**src/hw/rtl/rsdm_pkg.sv**
```systemverilog
// ----------------------------------------------------------------------------
// rsdm_pkg - shared types and helpers for the record sorter
// Record key layout, cell control bundle and the distinguishing-mask function.
// ----------------------------------------------------------------------------
`default_nettype none

package rsdm_pkg;

   localparam int MAX_RECORDS = 16;
   localparam int IDX_W       = 6;
   localparam int MASK_W      = 5;
   localparam int REQ_DATA_W  = 48;
   localparam int RSP_DATA_W  = 64;

   // Field positions within want_mask and within the key walk
   localparam logic [2:0] FLD_MACHINE    = 3'd0;
   localparam logic [2:0] FLD_WORD_WIDTH = 3'd1;
   localparam logic [2:0] FLD_BYTE_ORD   = 3'd2;
   localparam logic [2:0] FLD_ABI_ID     = 3'd3;
   localparam logic [2:0] FLD_ABI_VER    = 3'd4;

   // Most significant field first, so the packed value compares as the composite key
   typedef struct packed {
      logic [15:0] machine_code;
      logic [7:0]  word_width;
      logic [7:0]  endian;
      logic [7:0]  abi_id;
      logic [7:0]  abi_version;
   } key_type;

   typedef struct packed {
      key_type          key;
      logic [IDX_W-1:0] record_index;
   } entry_type;

   typedef struct packed {
      logic    insert;
      logic    shift;
      key_type new_key;
      logic [IDX_W-1:0] new_index;
   } cell_ctl_type;

   // Index of the first key field in which two records differ; equal keys
   // never drop out, which is the same as stopping at the last field.
   function automatic logic [2:0] first_diff(input key_type a, input key_type b);
      logic [2:0] f;
      f = FLD_ABI_VER;
      if (a.machine_code != b.machine_code) begin
         f = FLD_MACHINE;
      end else if (a.word_width != b.word_width) begin
         f = FLD_WORD_WIDTH;
      end else if (a.endian != b.endian) begin
         f = FLD_BYTE_ORD;
      end else if (a.abi_id != b.abi_id) begin
         f = FLD_ABI_ID;
      end
      return f;
   endfunction

   function automatic logic [MASK_W-1:0] want_mask_fn(
      input key_type cur,
      input key_type prv,
      input logic    has_prev,
      input key_type nxt,
      input logic    has_next
   );
      logic [2:0] dp;
      logic [2:0] dn;
      logic [2:0] stop;
      logic [MASK_W-1:0] m;
      dp   = has_prev ? first_diff(cur, prv) : FLD_MACHINE;
      dn   = has_next ? first_diff(cur, nxt) : FLD_MACHINE;
      stop = (dp > dn) ? dp : dn;
      case (stop)
         FLD_MACHINE:    m = 5'b00001;
         FLD_WORD_WIDTH: m = 5'b00011;
         FLD_BYTE_ORD:   m = 5'b00111;
         FLD_ABI_ID:     m = 5'b01111;
         default:        m = 5'b11111;
      endcase
      return m;
   endfunction

endpackage

`default_nettype wire

```
**src/hw/rtl/record_sort_distinguishing_mask.sv**
```systemverilog
// ----------------------------------------------------------------------------
// record_sort_distinguishing_mask - stable composite-key record sorter
// Loads a set of records into an insertion chain, then emits them in
// ascending key order with their load index and distinguishing mask.
// ----------------------------------------------------------------------------
// Usage:
//   req_* carries one record per item; req_tlast closes the set. Records are
//   inserted into their sorted place as they arrive, one item per cycle
//   while req_tready is high. A record arriving while MaxRecords are held is
//   dropped; a dropped record carrying req_tlast still closes the set.
//   After the closing item the chain pops one record per cycle onto rsp_*
//   while the output register is empty or rsp_tready is high. rsp_tlast
//   marks the last item of the set. The chain has a single pop port, so
//   req_tready is low from the cycle after the closing item until the last
//   record has moved into the output register; the next set then loads
//   while it waits.
//   A stall on rsp_tready holds the output register and the chain.
//   Reset empties the chain, clears the record count and drops any result.
// ----------------------------------------------------------------------------
`default_nettype none

module record_sort_distinguishing_mask #(
   parameter int MaxRecords = rsdm_pkg::MAX_RECORDS
) (
   input  wire                              clock,
   input  wire                              reset,
   // tdata: machine_code[15:0], word_width[23:16], endian[31:24],
   //        abi_id[39:32], abi_version[47:40]
   input  wire                              req_tvalid,
   output logic                             req_tready,
   input  wire [rsdm_pkg::REQ_DATA_W-1:0]   req_tdata,
   input  wire                              req_tlast,
   // tdata: record_index[5:0], out_machine[21:6], out_word_width[29:22],
   //        out_endian[37:30], out_abi_id[45:38], out_abi_version[53:46],
   //        want_mask[58:54], zero[63:59]
   output logic                             rsp_tvalid,
   input  wire                              rsp_tready,
   output logic [rsdm_pkg::RSP_DATA_W-1:0]  rsp_tdata,
   output logic                             rsp_tlast
);

   localparam int CntW = $clog2(MaxRecords + 1);
   localparam int IdxW = rsdm_pkg::IDX_W;

   logic                   count_full;
   logic [CntW-1:0]        count_ff;
   logic [CntW-1:0]        count_in;
   logic                   req_take;
   logic                   busy;
   logic                   pop;
   rsdm_pkg::cell_ctl_type ctl;
   rsdm_pkg::key_type      req_key;
   rsdm_pkg::entry_type    idle_entry;

   logic                   cell_gt    [MaxRecords];
   logic                   cell_valid [MaxRecords];
   rsdm_pkg::entry_type    cell_entry [MaxRecords];

   assign req_tready = !busy;
   assign req_take   = req_tvalid && req_tready;
   assign count_full = (count_ff == CntW'(MaxRecords));

   assign req_key.machine_code = req_tdata[15:0];
   assign req_key.word_width   = req_tdata[23:16];
   assign req_key.endian       = req_tdata[31:24];
   assign req_key.abi_id       = req_tdata[39:32];
   assign req_key.abi_version  = req_tdata[47:40];

   assign idle_entry = '0;

   assign ctl.insert    = req_take && !count_full;
   assign ctl.shift     = pop;
   assign ctl.new_key   = req_key;
   assign ctl.new_index = IdxW'(count_ff);

   always_comb begin
      count_in = count_ff;
      if (req_take && req_tlast) begin
         count_in = '0;
      end else if (ctl.insert) begin
         count_in = count_ff + CntW'(1);
      end
   end

   always_ff @(posedge clock) begin
      if (reset) begin
         count_ff <= '0;
      end else begin
         count_ff <= count_in;
      end
   end

   for (genvar i = 0; i < MaxRecords; i++) begin : g_cell
      logic                lgt;
      logic                lvalid;
      rsdm_pkg::entry_type lentry;
      logic                rvalid;
      rsdm_pkg::entry_type rentry;

      if (i == 0) begin : g_head
         assign lgt    = 1'b0;
         assign lvalid = 1'b0;
         assign lentry = idle_entry;
      end else begin : g_body
         assign lgt    = cell_gt[i-1];
         assign lvalid = cell_valid[i-1];
         assign lentry = cell_entry[i-1];
      end

      if (i == MaxRecords - 1) begin : g_tail
         assign rvalid = 1'b0;
         assign rentry = idle_entry;
      end else begin : g_inner
         assign rvalid = cell_valid[i+1];
         assign rentry = cell_entry[i+1];
      end

      rsdm_cell u_cell (
         .clock       (clock),
         .reset       (reset),
         .ctl         (ctl),
         .left_gt     (lgt),
         .left_valid  (lvalid),
         .left_entry  (lentry),
         .right_valid (rvalid),
         .right_entry (rentry),
         .gt          (cell_gt[i]),
         .valid       (cell_valid[i]),
         .entry       (cell_entry[i])
      );
   end

   rsdm_emit u_emit (
      .clock      (clock),
      .reset      (reset),
      .start      (req_take && req_tlast),
      .head_entry (cell_entry[0]),
      .next_valid (cell_valid[1]),
      .next_entry (cell_entry[1]),
      .busy       (busy),
      .pop        (pop),
      .rsp_tvalid (rsp_tvalid),
      .rsp_tready (rsp_tready),
      .rsp_tdata  (rsp_tdata),
      .rsp_tlast  (rsp_tlast)
   );

   // ------------------------------------------------------------------------
   // Assertions
   // ------------------------------------------------------------------------
   logic [MaxRecords-1:0] valid_vec;
   for (genvar i = 0; i < MaxRecords; i++) begin : g_vec
      assign valid_vec[i] = cell_valid[i];
   end

   a_head_held_while_busy: assert property (@(posedge clock) disable iff (reset)
      busy |-> cell_valid[0])
      else $error("emission active with an empty chain head");

   a_count_tracks_chain: assert property (@(posedge clock) disable iff (reset)
      !busy |-> (CntW'($countones(valid_vec)) == count_ff))
      else $error("record count disagrees with occupied cells");

   for (genvar i = 0; i < MaxRecords - 1; i++) begin : g_chk
      a_chain_sorted: assert property (@(posedge clock) disable iff (reset)
         cell_valid[i+1] |-> (cell_valid[i] &&
                              (cell_entry[i].key <= cell_entry[i+1].key)))
         else $error("insertion chain out of order or has a gap");
   end

endmodule

`default_nettype wire

```
**src/hw/rtl/rsdm_cell.sv**
```systemverilog
// ----------------------------------------------------------------------------
// rsdm_cell - one slot of the insertion chain
// Holds one record; on insert it keeps, takes the new record or takes its left
// neighbor's, and on shift it takes its right neighbor's record.
// ----------------------------------------------------------------------------
`default_nettype none

module rsdm_cell (
   input  wire                      clock,
   input  wire                      reset,
   input  rsdm_pkg::cell_ctl_type   ctl,
   input  wire                      left_gt,
   input  wire                      left_valid,
   input  rsdm_pkg::entry_type      left_entry,
   input  wire                      right_valid,
   input  rsdm_pkg::entry_type      right_entry,
   output logic                     gt,
   output logic                     valid,
   output rsdm_pkg::entry_type      entry
);

   logic                valid_ff;
   logic                valid_in;
   rsdm_pkg::entry_type entry_ff;
   rsdm_pkg::entry_type entry_in;

   // Strictly greater: a new record goes after equal keys, which keeps load order
   assign gt = !valid_ff || (entry_ff.key > ctl.new_key);

   always_comb begin
      valid_in = valid_ff;
      entry_in = entry_ff;
      if (ctl.insert) begin
         if (left_gt) begin
            valid_in = left_valid;
            entry_in = left_entry;
         end else if (gt) begin
            valid_in = 1'b1;
            entry_in.key          = ctl.new_key;
            entry_in.record_index = ctl.new_index;
         end
      end else if (ctl.shift) begin
         valid_in = right_valid;
         entry_in = right_entry;
      end
   end

   always_ff @(posedge clock) begin
      if (reset) begin
         valid_ff <= 1'b0;
      end else begin
         valid_ff <= valid_in;
      end
   end

   always_ff @(posedge clock) begin
      entry_ff <= entry_in;
   end

   assign valid = valid_ff;
   assign entry = entry_ff;

endmodule

`default_nettype wire

```
**src/hw/rtl/rsdm_emit.sv**
```systemverilog
// ----------------------------------------------------------------------------
// rsdm_emit - output stage of the sorter
// Pops the head of the chain one item at a time, builds the distinguishing
// mask from the previous and next records, and holds the result until taken.
// ----------------------------------------------------------------------------
`default_nettype none

module rsdm_emit (
   input  wire                                 clock,
   input  wire                                 reset,
   input  wire                                 start,
   input  rsdm_pkg::entry_type                 head_entry,
   input  wire                                 next_valid,
   input  rsdm_pkg::entry_type                 next_entry,
   output logic                                busy,
   output logic                                pop,
   output logic                                rsp_tvalid,
   input  wire                                 rsp_tready,
   output logic [rsdm_pkg::RSP_DATA_W-1:0]     rsp_tdata,
   output logic                                rsp_tlast
);

   logic                busy_ff;
   logic                busy_in;
   logic                out_valid_ff;
   logic                out_valid_in;
   logic                has_prev_ff;
   logic                has_prev_in;
   rsdm_pkg::entry_type prev_ff;
   rsdm_pkg::entry_type out_entry_ff;
   logic [rsdm_pkg::MASK_W-1:0] out_mask_ff;
   logic                out_last_ff;
   logic [rsdm_pkg::MASK_W-1:0] mask;

   assign pop  = busy_ff && (!out_valid_ff || rsp_tready);
   assign mask = rsdm_pkg::want_mask_fn(head_entry.key, prev_ff.key, has_prev_ff,
                                        next_entry.key, next_valid);

   always_comb begin
      busy_in      = busy_ff;
      has_prev_in  = has_prev_ff;
      out_valid_in = out_valid_ff && !rsp_tready;
      if (start) begin
         busy_in     = 1'b1;
         has_prev_in = 1'b0;
      end else if (pop) begin
         out_valid_in = 1'b1;
         has_prev_in  = 1'b1;
         // Drop out of emission once the tail has left the chain
         if (!next_valid) begin
            busy_in = 1'b0;
         end
      end
   end

   always_ff @(posedge clock) begin
      if (reset) begin
         busy_ff      <= 1'b0;
         out_valid_ff <= 1'b0;
         has_prev_ff  <= 1'b0;
      end else begin
         busy_ff      <= busy_in;
         out_valid_ff <= out_valid_in;
         has_prev_ff  <= has_prev_in;
      end
   end

   always_ff @(posedge clock) begin
      if (pop) begin
         prev_ff      <= head_entry;
         out_entry_ff <= head_entry;
         out_mask_ff  <= mask;
         out_last_ff  <= !next_valid;
      end
   end

   assign busy       = busy_ff;
   assign rsp_tvalid = out_valid_ff;
   assign rsp_tlast  = out_last_ff;
   assign rsp_tdata  = {5'd0,
                        out_mask_ff,
                        out_entry_ff.key.abi_version,
                        out_entry_ff.key.abi_id,
                        out_entry_ff.key.endian,
                        out_entry_ff.key.word_width,
                        out_entry_ff.key.machine_code,
                        out_entry_ff.record_index};

endmodule

`default_nettype wire

```
**config.mk**
```make
export PLATFORM = sky130hd
export DESIGN_NAME = record_sort_distinguishing_mask
export DESIGN_NICKNAME = d
export VERILOG_FILES = /design/src/hw/rtl/rsdm_pkg.sv /design/src/hw/rtl/record_sort_distinguishing_mask.sv /design/src/hw/rtl/rsdm_cell.sv /design/src/hw/rtl/rsdm_emit.sv
export SDC_FILE = /design/constraint.sdc
export NUM_CORES = 2
export LEC_CHECK = 0
export BUFFER_PORTS_ARGS = -buffer_cell sky130_fd_sc_hd__buf_2
export CORE_ASPECT_RATIO = 1.2
export CORE_MARGIN = 2
export CORE_UTILIZATION = 65
export DETAILED_ROUTE_END_ITERATION = 12
export PLACE_DENSITY = 0.9
export SLEW_MARGIN = 25
export SYNTH_ARGS = -nofsm -noshare
export SYNTH_HDL_FRONTEND = slang
export SYNTH_SLANG_ARGS = --single-unit
```
**constraint.sdc**
```tcl
create_clock -name clock -period 9.3 [get_ports clock]
set_input_delay 2.325 -clock clock [delete_from_list [all_inputs] [get_ports clock]]
set_output_delay 2.325 -clock clock [all_outputs]
set_load 0.005 [all_outputs]
```
==> report_table.html <==
<table>
<tr><th>Metric</th><th>Value</th></tr>
<tr><th colspan="2">Power</th></tr>
<tr><td>Part of the total power dissipated in combinational logic</td><td>26.4%</td></tr>
<tr><td>Seq pwr share</td><td>44.3%</td></tr>
<tr><td>Peak VDD IR</td><td>0.180 mV</td></tr>
<tr><td>Clock share of power</td><td>29.3%</td></tr>
<tr><td>Cell internal pwr</td><td>9.12 mW</td></tr>
<tr><td>Cell area power density</td><td>207 nW/um2</td></tr>
<tr><td>Total leakage power</td><td>26.9 nW</td></tr>
<tr><td>Proportion of total power due to net switching</td><td>35.6%</td></tr>
<tr><td>Net switching power</td><td>5.04 mW</td></tr>
<tr><th colspan="2">Floorplanning</th></tr>
<tr><td>Number of ports placed on the die boundary</td><td>120</td></tr>
<tr><td>Starting utilization of the core area</td><td>65.5%</td></tr>
<tr><td>Die Area</td><td>100000 um2</td></tr>
<tr><td>Die extent in x</td><td>289 um</td></tr>
<tr><td>Y dimension of the die</td><td>346 um</td></tr>
<tr><td>Number of rows created at floorplan</td><td>125</td></tr>
<tr><td>Placeable Area</td><td>96800 um2</td></tr>
<tr><th colspan="2">Drt</th></tr>
<tr><td>Met1 Routed Length</td><td>77500 um</td></tr>
<tr><td>DRC violation count after routing</td><td>0</td></tr>
<tr><td>Wire length on met2</td><td>100000 um</td></tr>
<tr><td>DRC marker count from the first detailed-route iteration</td><td>9612</td></tr>
<tr><td>Routed wirelength normalized by instance count</td><td>31.7 um</td></tr>
<tr><td>WL met3</td><td>37400 um</td></tr>
<tr><td>Number of search-and-repair iterations in the first detailed-routing pass</td><td>7</td></tr>
<tr><td>Max layer used</td><td>met5</td></tr>
<tr><td>Remaining antenna violation count after routing</td><td>0</td></tr>
<tr><td>Per-cell via count in the routed design</td><td>7.46</td></tr>
<tr><td>Via total after detailed routing</td><td>57000</td></tr>
<tr><td>Total routed wirelength</td><td>242000 um</td></tr>
<tr><th colspan="2">STA</th></tr>
<tr><td>Tightest Pin Transition</td><td>1390 ps</td></tr>
<tr><td>Final cycle utilization of the critical path</td><td>86.4%</td></tr>
<tr><td>Normalized max-slew margin</td><td>6.47%</td></tr>
<tr><td>Total count of max-transition violations in the final report</td><td>0</td></tr>
<tr><td>Final clock skew</td><td>40.0 ps</td></tr>
<tr><td>Accumulated negative setup slack</td><td>0 ps</td></tr>
<tr><td>Fin crit period</td><td>8030 ps</td></tr>
<tr><td>Setup repair after global routing missed its margin</td><td>no</td></tr>
<tr><td>Final hold violations</td><td>0</td></tr>
<tr><td>Highest Clock Rate</td><td>124 MHz</td></tr>
<tr><td>Final number of setup-violating endpoints</td><td>0</td></tr>
<tr><th colspan="2">Cells and area</th></tr>
<tr><td>Area growth from synthesis to layout</td><td>8.00%</td></tr>
<tr><td>Number of inserted filler cells in the final layout</td><td>6835</td></tr>
<tr><td>Share of post-route cells with drive strength above 1</td><td>6.43%</td></tr>
<tr><td>Number of nets at the end of the flow</td><td>7103</td></tr>
<tr><td>Post-layout utilization of the core</td><td>70.7%</td></tr>
<tr><th colspan="2">Synth</th></tr>
<tr><td>Area share of the largest cell type after synthesis</td><td>43.7%</td></tr>
<tr><td>Yosys warning total</td><td>0</td></tr>
<tr><td>Synth top area cells</td><td>sky130_fd_sc_hd__edfxtp_1, sky130_fd_sc_hd__ha_1, sky130_fd_sc_hd__mux2i_1</td></tr>
<tr><td>Number of distinct standard cells referenced by the synthesized netlist</td><td>70</td></tr>
<tr><td>EDFF count, synth</td><td>923</td></tr>
<tr><td>Post-synthesis instance total</td><td>6362</td></tr>
<tr><td>Proportion of register bits with asynchronous set or reset after synthesis</td><td>0%</td></tr>
<tr><td>Combined area of all synthesized cells</td><td>63400 um2</td></tr>
<tr><td>Post-synthesis sequential area ratio</td><td>44.5%</td></tr>
<tr><td>Seq cells post-synth</td><td>947</td></tr>
<tr><td>Avg Synthesized Cell Area</td><td>9.97 um2</td></tr>
<tr><td>Cell taking the most area after synthesis</td><td>sky130_fd_sc_hd__edfxtp_1</td></tr>
<tr><td>Most instantiated library cell after synthesis</td><td>sky130_fd_sc_hd__edfxtp_1</td></tr>
<tr><td>Synth cell count leaders</td><td>sky130_fd_sc_hd__edfxtp_1, sky130_fd_sc_hd__nor2_1, sky130_fd_sc_hd__a21oi_1, sky130_fd_sc_hd__ha_1, sky130_fd_sc_hd__nand2_1</td></tr>
<tr><td>Ys flop type</td><td>sky130_fd_sc_hd__edfxtp_1</td></tr>
<tr><th colspan="2">GRT</th></tr>
<tr><td>Global-route wire length before repair</td><td>351000 um</td></tr>
<tr><td>Maximum number of pins on one net before global-route repair</td><td>228</td></tr>
<tr><td>Total congestion overflow after global routing</td><td>0</td></tr>
<tr><td>Via count of the first global-routing pass</td><td>54700</td></tr>
<tr><td>Initial antenna violation count</td><td>19</td></tr>
<tr><td>Global Route Usage Sum</td><td>47.7%</td></tr>
<tr><th colspan="2">Setup path</th></tr>
<tr><td>Critical path startpoint category</td><td>primary input</td></tr>
<tr><td>Arr. time, crit path</td><td>8390 ps</td></tr>
<tr><td>Startpoint-to-endpoint class of the critical path</td><td>in2reg</td></tr>
<tr><td>CP Max Fanout</td><td>29</td></tr>
<tr><td>Required time of the critical path</td><td>9660 ps</td></tr>
<tr><td>Capturing element type of the critical path</td><td>flip-flop</td></tr>
<tr><th colspan="2">Run</th></tr>
<tr><td>Number of max-capacitance violations reported</td><td>0</td></tr>
<tr><th colspan="2">Outcome</th></tr>
<tr><td>Result of the run</td><td>completed</td></tr>
<tr><th colspan="2">Clock tree</th></tr>
<tr><td>Number of buffers inserted during clock tree synthesis</td><td>100</td></tr>
<tr><td>Clock-pin slew on the worst setup and hold paths</td><td>60 ps</td></tr>
<tr><td>Clk_lat worst skew</td><td>740 ps</td></tr>
<tr><td>Number of post-CTS setup repair buffers</td><td>0</td></tr>
<tr><td>Number of levels in the clock H-tree</td><td>3</td></tr>
<tr><td>Buffer depth of the longest clock path</td><td>3</td></tr>
<tr><td>Number of resized instances in the post-cts repair step</td><td>0</td></tr>
<tr><td>CTS tree</td><td>yes</td></tr>
<tr><td>Post-cts hold buffer count</td><td>0</td></tr>
<tr><td>TritonCTS sink count</td><td>947</td></tr>
<tr><td>Clk root buf</td><td>sky130_fd_sc_hd__clkbuf_16</td></tr>
<tr><th colspan="2">Placed design</th></tr>
<tr><td>Number of port buffers</td><td>113</td></tr>
<tr><td>Hpwl dp</td><td>163000 um</td></tr>
<tr><td>Global placer's final weighted congestion</td><td>1.06</td></tr>
<tr><th colspan="2">Worst hold path</th></tr>
<tr><td>Hold crit path type</td><td>reg2reg</td></tr>
</table>
cell type report:
| class | count | area, um2 | share of cell area [%] |
|---|---|---|---|
| Sequential cell | 947 | 28200 | 41.2 |
| Clock buffer | 124 | 2670 | 3.89 |
| Clock inverter | 64 | 608 | 0.888 |
| Multi-Input combinational cell | 4938 | 33600 | 49.0 |
| Antenna cell | 14 | 35.0 | 0.0512 |
| Timing Repair Buffer | 200 | 1460 | 2.13 |
| Inverter | 90 | 340 | 0.497 |
| Tap cell | 1270 | 1590 | 2.32 |
routing by layer:
layer | vias to the layer above | global-route usage [%]
li1 | 23700 | -
met1 | 26200 | 57.7
met2 | 5452 | 68.2
met3 | 1604 | 15.6
met4 | 20 | 40.8
met5 | - | 0
final timing paths:
check / from / end / cells after the start / slack (ps)
max reg2reg: g_cell[0].u_cell.entry[52]$_DFFE_PP_ / g_cell[0].u_cell.entry[12]$_DFFE_PP_ / 10 / 2970
min: g_cell[0].u_cell.entry[5]$_SDFFCE_PP0P_ / u_emit.rsp_tdata[5]$_DFFE_PP_ / 0 / 460
min reg2reg: g_cell[0].u_cell.entry[5]$_SDFFCE_PP0P_ / u_emit.rsp_tdata[5]$_DFFE_PP_ / 0 / 460
max: req_tdata[14] / g_cell[0].u_cell.entry[12]$_DFFE_PP_ / 12 / 1270
per-stage QoR:
| stage | hold slack, ps | worst slack (ps) | power, mW | instances | instance area [um2] |
|---|---|---|---|---|---|
| 6_report | 459 | 1270 | 14.2 | 7647 | 68500 |
| 5_1_grt | 464 | 1570 | 14.5 | 7641 | 68500 |
| 4_1_cts | 453 | 1750 | 13.8 | 7631 | 68400 |
| 3_5_place_dp | 438 | 1030 | 9.80 | 7443 | 65100 |
| 3_3_place_gp | 435 | 541 | 9.61 | 7440 | 65000 |
| 2_1_floorplan | 426 | 1070 | 8.37 | 6366 | 63400 |
layout by cell type (no fill, tap or decap), types with 21 or more instances in the layout:
| cell | synthesis | final |
|---|---|---|
| sky130_fd_sc_hd__nor2_1 | 889 | 884 |
| sky130_fd_sc_hd__nand2_1 | 663 | 657 |
| sky130_fd_sc_hd__mux2i_1 | 473 | 473 |
| sky130_fd_sc_hd__nor3_1 | 41 | 39 |
| sky130_fd_sc_hd__nand4_1 | 158 | 158 |
| sky130_fd_sc_hd__xnor2_1 | 73 | 73 |
| sky130_fd_sc_hd__a221oi_1 | 126 | 126 |
| sky130_fd_sc_hd__a211oi_1 | 30 | 30 |
| sky130_fd_sc_hd__a21oi_1 | 848 | 839 |
| sky130_fd_sc_hd__nor2b_1 | 22 | 22 |
| sky130_fd_sc_hd__nand3_1 | 265 | 262 |
| sky130_fd_sc_hd__o211ai_1 | 179 | 179 |
| sky130_fd_sc_hd__ha_1 | 773 | 773 |
| sky130_fd_sc_hd__buf_4 | 15 | 70 |
| sky130_fd_sc_hd__dfxtp_1 | 24 | 24 |
| sky130_fd_sc_hd__and4_1 | 21 | 21 |
| sky130_fd_sc_hd__edfxtp_1 | 923 | 923 |
| sky130_fd_sc_hd__a21o_1 | 59 | 59 |
| sky130_fd_sc_hd__o21ai_0 | 116 | 115 |
| sky130_fd_sc_hd__clkbuf_16 | 0 | 102 |
| sky130_fd_sc_hd__inv_1 | 90 | 89 |
| sky130_fd_sc_hd__buf_2 | 72 | 113 |
power groups by stage:
stage,combinational (mW),sequential [mW],clock [mW]
after detailed placement,3.49,6.31,0
after global routing,3.97,6.30,4.27
after floorplan,2.36,6.01,0
after global placement,3.32,6.29,0
after CTS,3.53,6.23,4.09
final,3.73,6.28,4.15
flip-flops by register name (all words and copies together), names as in the netlist:
name                 cells
g_cell.u_cell.entry    864
u_emit.prev_ff          40
g_cell.u_cell.valid     16
u_emit.rsp_tdata        14
count_ff                 5
u_emit.out_mask_ff       4
u_emit.busy              1
u_emit.has_prev_ff       1
u_emit.rsp_tlast         1
u_emit.rsp_tvalid        1
critical path: stages:
cell and delay [ps]:
sky130_fd_sc_hd__buf_2 240, sky130_fd_sc_hd__inv_1 410, sky130_fd_sc_hd__ha_1 480, sky130_fd_sc_hd__nand4_1 270, sky130_fd_sc_hd__nor4_2 970, sky130_fd_sc_hd__nand4_1 630
sky130_fd_sc_hd__a31oi_1 760, sky130_fd_sc_hd__a2111o_1 280, sky130_fd_sc_hd__a21boi_4 90, sky130_fd_sc_hd__buf_4 430, sky130_fd_sc_hd__a21oi_4 900, sky130_fd_sc_hd__buf_4 540
cells by family after synthesis:
| family | Yosys count | synth area share, % |
|---|---|---|
| AOI/OAI and AO/OA | 1465 | 13.9 |
| xor gates and xnor gates | 84 | 1.16 |
| adders and majority gates | 773 | 15.3 |
| buffers and inverters | 481 | 3.20 |
| DFF | 947 | 44.5 |
| muxes | 474 | 7.48 |
| other | 2 | 0.0118 |
| and+or+nand+nor | 2136 | 14.5 |
No activity file was read; power rests on OpenSTA's default activity.
